**config.mk**
```make
export PLATFORM = sky130hd
export DESIGN_NAME = tcc_div_cell
export DESIGN_NICKNAME = d
export VERILOG_FILES = /design/src/design/tcc_pkg.sv /design/src/design/tcc_div_cell.sv
export SDC_FILE = /design/constraint.sdc
export NUM_CORES = 1
export LEC_CHECK = 0
export BUFFER_PORTS_ARGS = -buffer_cell sky130_fd_sc_hd__buf_2
export CAP_MARGIN = 25
export CORE_MARGIN = 4
export CORE_UTILIZATION = 52
export DETAILED_ROUTE_END_ITERATION = 16
export GPL_TIMING_DRIVEN = 0
export PLACE_DENSITY = 0.82
export SLEW_MARGIN = 15
export SYNTH_ARGS = -nofsm -noshare
export SYNTH_HDL_FRONTEND = slang
export SYNTH_SLANG_ARGS = --single-unit
```
**constraint.sdc**
```tcl
create_clock -name clk -period 4.1 [get_ports clk]
set_input_delay 0.615 -clock clk [delete_from_list [all_inputs] [get_ports clk]]
set_output_delay 0.615 -clock clk [all_outputs]
set_load 0.01 [all_outputs]
```
**src/design/tcc_pkg.sv**
```systemverilog
// ----------------------------------------------------------------------------
// tcc_pkg
// Widths, types and helpers shared by the triangle circumcentre pipeline.
// ----------------------------------------------------------------------------
package tcc_pkg;

    localparam int COORD_BITS = 16;
    localparam int FRAC_BITS  = 8;
    localparam int QW         = 32;

    localparam int CW    = COORD_BITS + 1;
    localparam int PW    = 2 * CW;
    localparam int CCW   = PW + 1;
    localparam int DETW  = PW + 1;
    localparam int DENW  = DETW + 1;
    localparam int PRW   = CW + CCW;
    localparam int NUMW  = PRW + 1;
    localparam int MAGW  = NUMW + FRAC_BITS;
    localparam int RW    = (MAGW > DENW + QW + 1) ? MAGW : DENW + QW + 1;
    localparam int FRONT_STAGES = 5;
    localparam int PIPE_STAGES  = FRONT_STAGES + QW;

    localparam logic [QW-1:0] QPOS_MAX = {1'b0, {(QW-1){1'b1}}};
    localparam logic [QW-1:0] QNEG_MAX = {1'b1, {(QW-1){1'b0}}};

    typedef logic signed [COORD_BITS-1:0] coord_t;
    typedef logic signed [CW-1:0]         cw_t;
    typedef logic signed [PW-1:0]         pw_t;
    typedef logic signed [CCW-1:0]        ccw_t;
    typedef logic signed [DETW-1:0]       detw_t;
    typedef logic signed [DENW-1:0]       denw_t;
    typedef logic signed [PRW-1:0]        prw_t;
    typedef logic signed [NUMW-1:0]       numw_t;

    typedef struct packed {
        logic [RW-1:0] rem;
        logic [RW-1:0] dsh;
        logic [QW-1:0] quot;
        logic          neg;
        logic          big;
    } div_t;

    typedef struct packed {
        div_t dx;
        div_t dy;
        logic collinear;
    } front_t;

    typedef struct packed {
        logic [QW-1:0] value;
        logic          ovf;
    } sat_t;

    function automatic sat_t saturate(div_t d);
        sat_t s;
        s.ovf   = 1'b0;
        s.value = d.quot;
        if (d.neg) begin
            if (d.big || (d.quot > QNEG_MAX)) begin
                s.ovf   = 1'b1;
                s.value = QNEG_MAX;
            end
            else begin
                s.value = ~d.quot + 1'b1;
            end
        end
        else if (d.big || (d.quot > QPOS_MAX)) begin
            s.ovf   = 1'b1;
            s.value = QPOS_MAX;
        end
        return s;
    endfunction

endpackage

```
**src/design/tcc_div_cell.sv**
```systemverilog
// ----------------------------------------------------------------------------
// tcc_div_cell
// One restoring division step: settles one quotient bit and hands the
// partial remainder and the halved divisor on to the next cell.
// ----------------------------------------------------------------------------
module tcc_div_cell (
    input  logic          clk,
    input  logic          en,
    input  tcc_pkg::div_t d_in,
    output tcc_pkg::div_t d_out
);

    tcc_pkg::div_t d_reg;
    tcc_pkg::div_t d_next;
    logic          take;

    always_comb
    begin
        take         = (d_in.rem >= d_in.dsh);
        d_next       = d_in;
        d_next.rem   = take ? (d_in.rem - d_in.dsh) : d_in.rem;
        d_next.dsh   = d_in.dsh >> 1;
        d_next.quot  = {d_in.quot[tcc_pkg::QW-2:0], take};
    end

    always_ff @(posedge clk)
    begin
        if (en)
        begin
            d_reg <= d_next;
        end
    end

    assign d_out = d_reg;

endmodule

```
==> Yosys cells after proc, flatten, opt, wreduce, memory -nomap -nowiden <==
Cells that the tools add are included.
{ "word_totals": {"register_bits": 171, "inputBits": 174, "output_inout_bits": 172, "wordCells": 8} }
{ "op_classes": {"addsub": 1, "n_lt_le_gt_ge": 1, "mux": 1} }
{ "ops": {"columns": ["cell", "n"], "rows": [
  ["$ge 69x69->1", 1],
  ["$mux 69", 1],
  ["$sub 69x69->69", 1]
]} }

==> Depth between registers and ports, before layout <==
{ "depth": {"depth_word": 2, "mapped_depth": 15, "depth_no_buf": 13} }

==> Worst setup path before layout <==
OpenSTA, ideal clock, no wires.
{ "synth_timing": {"kind": "input-to-reg", "from": "input d_in[68] (netlist bit)", "to": "register d_reg (netlist bit d_out[159]), data pin", "setup_time_ns": 0.262, "arrival_time_ns": 2.927, "required_ns": 3.838, "slack_ns": 0.911, "stages": 13, "n_path_buf": 1, "cell_sequence": "inv_1 -> ha_1 -> buf_2 -> a21o_1 -> a31o_2 -> a221oi_1 -> nor2_1 -> o32ai_1 -> o21ai_2 -> a31oi_1 -> nand2_1 -> xor2_1 -> mux2_1"} }
{ "synth_lines": {"columns": ["element", "line", "source"], "rows": [
  ["start, declared", "tcc_div_cell.sv:9", "input tcc_pkg::div_t d_in,"],
  ["end signal, assigned", "tcc_div_cell.sv:30", "d_reg <= d_next;"],
  ["end, declared", "tcc_div_cell.sv:13", "tcc_pkg::div_t d_reg;"]
]} }

==> impl_metrics.env <==
export IMPL_status="finished clean"
export IMPL_synth_warnings=0
export IMPL_combPwrFrac_pct=27.3
export IMPL_power_density_nw_per_um2=400
export IMPL_synth_net_count=1292
export IMPL_largest_register_ffs=171
export IMPL_num_nets_final=1655
export IMPL_numCtsBuffers=17
export IMPL_grt_usage_pct=28.6
export IMPL_cts_htree_levels=4
export IMPL_syn_area_per_cell_um2=10.0
export IMPL_fin_crit_sh_pct=92.9
export IMPL_fmax_ghz=0.262
export IMPL_num_vias=9705
export IMPL_drv_cap=0
export IMPL_setup_violations=0
export IMPL_fp_dieW_um=150
export IMPL_hold_buffers=0
export IMPL_die_area_um2=22500
export IMPL_fin_hold_ws_ns=0.350
export IMPL_tightest_slew_ns=0.806
export IMPL_pwr_share_seq_pct=41.8
export IMPL_cts_buffer_depth=2
export IMPL_antenna_found_initial=3
export IMPL_drive_gt1_share_pct=30.3
export IMPL_hold_path_class="input port to register"
export IMPL_hold_viol=0
export IMPL_leakagePower_nw=5.88
export IMPL_yosys_cell_types_count=74
export IMPL_crit_fanout=10
export IMPL_rsz0062_at_grt="false"
export IMPL_grt_overflow=0
export IMPL_rows=51
export IMPL_layout_min_cycle_time_ns=3.81
export IMPL_io_buffers=343
export IMPL_netlist_area_um2=10500
export IMPL_final_max_slew_violation_count=0
export IMPL_grt_max_degree=102
export IMPL_start_util_pct=53.3
export IMPL_tritoncts="yes"
export IMPL_dpl_hpwl_um=25800
export IMPL_ios=346
export IMPL_fin_cells=1690
export IMPL_ys_ff_latch=171
export IMPL_worstSetupEndpointType="register"
export IMPL_arrival_ns=3.94
export IMPL_ir_drop_mv=0.297
export IMPL_path_class="input port to register"
export IMPL_yosysSeqAreaShare_pct=49.0
export IMPL_power_mw=5.27
export IMPL_slew_headroom_pct=46.2
export IMPL_final_common_cell="buf_2"
export IMPL_core_region_area_um2=19700
export IMPL_first_iter_violations=752
export IMPL_cts_sinks=171
export IMPL_cts_root_buf="clkbuf_16"
export IMPL_vias_per_cell=5.74
export IMPL_grt_pass1_wl_um=50000
export IMPL_place_gp_congestion=0.911
export IMPL_die_h_um=150
export IMPL_wire_per_inst_um=19.5
export IMPL_route_detailed_drc=0
export IMPL_routed_wl_um=33000
export IMPL_internal_power_mw=3.52
export IMPL_required_ns=4.23
export IMPL_p_sw_share_pct=33.2
export IMPL_clk_pin_slew_ns=0.08
export IMPL_synthFlopType="edfxtp_1"
export IMPL_synthArstFlopShare_pct=0
export IMPL_post_cts_setup_buffers=0
export IMPL_power_frac_clock_pct=31.0
export IMPL_area_growth_pct=25.6
export IMPL_final_cell_mix="buf_2 (366), edfxtp_1 (171), a21oi_1 (133)"
export IMPL_drt_pass1_iterations=6
export IMPL_place_inst=1657
export IMPL_cp_start_kind="input port"
export IMPL_grt_pass1_vias=9502
export IMPL_postSynthCellCount=1048
export IMPL_synth_edf_count=171
export IMPL_setup_tns_ns=0
export IMPL_cts_resized=0
export IMPL_switchingPower_mw=1.75
export IMPL_ant_nets=0
[power by group through the flow]
stage | logic, mW | clock network [mW] | registers, mW
after floorplan | 0.738 | 0 | 2.35
after global placement | 1.38 | 0 | 2.24
after detailed placement | 1.41 | 0 | 2.24
after CTS | 1.42 | 1.64 | 2.20
after global routing | 1.57 | 1.73 | 2.21
final | 1.44 | 1.63 | 2.20
[metal layers]
layer	vias up	GRT usage, %	share of wire, %
li1	4533	-	-
met1	4516	36.2	39
met2	564	47.8	47
met3	88	6.51	9.6
met4	4	11.5	3.6
met5	-	0	0.067
[critical path, cell delays in order]
cell and delay, ns:
buf_2 0.09, inv_1 0.04, ha_1 0.28, clkbuf_1 0.21
a21oi_1 0.28, o311ai_1 0.14, o21ai_0 0.34, o211ai_1 0.17
o31ai_2 0.46, o32ai_1 0.22, nor2_2 0.20, buf_1 0.64
o21ai_0 0.25
[area by class of cell]
type                            instances  area (µm²)
Buffer                                 50         230
Clock buffer                           17         425
Tap cell                              265         332
Clock inverter                         15         165
Inverter                               89         334
Timing Repair Buffer                  344        1750
Fill cell                            1584        6500
Antenna cell                            1        2.50
Sequential cell                       171        5130
Multi-Input combinational cell        738        4780
[metrics by stage]
step / utilization [%] / worst slack [ns] / cell area (µm²)
finish: 66.9 / 0.289 / 13200
global placement: 63.7 / -0.0690 / 12500
detailed placement: 63.9 / -0.110 / 12600
global route: 66.9 / 0.0821 / 13200
CTS: 66.9 / 0.314 / 13200
floorplan: - / 0.911 / 10500
[kinds of logic after synthesis]
logic type / synth area share, %
other: 0.0358
XOR/XNOR: 5.35
AND/OR/NAND/NOR: 13.3
adder cells (fa/ha/maj): 8.43
multiplexers: 1.04
flip-flops: 49.0
buffers and inverters: 5.39
AO/OA/AOI/OAI: 17.4
[final timing paths]
check	start	to	cells after the start
worst max-delay path	d_in[78]	d_out[133]	13
worst min-delay path	d_in[26]	d_out[27]	1
[Yosys cell counts, drive strengths merged, types with 15 or more instances]
master | n | area [µm²]
a21o | 20 | 150
a21oi | 135 | 691
buf | 28 | 146
clkbuf | 22 | 83.8
edfxtp | 171 | 5130
ha | 69 | 863
inv | 89 | 334
nand2 | 88 | 330
nand4 | 27 | 175
nor2 | 104 | 393
nor3 | 15 | 80.1
o21ai | 62 | 325
xnor2 | 35 | 307
xor2 | 29 | 254
No activity file was read; power rests on OpenSTA's default activity.
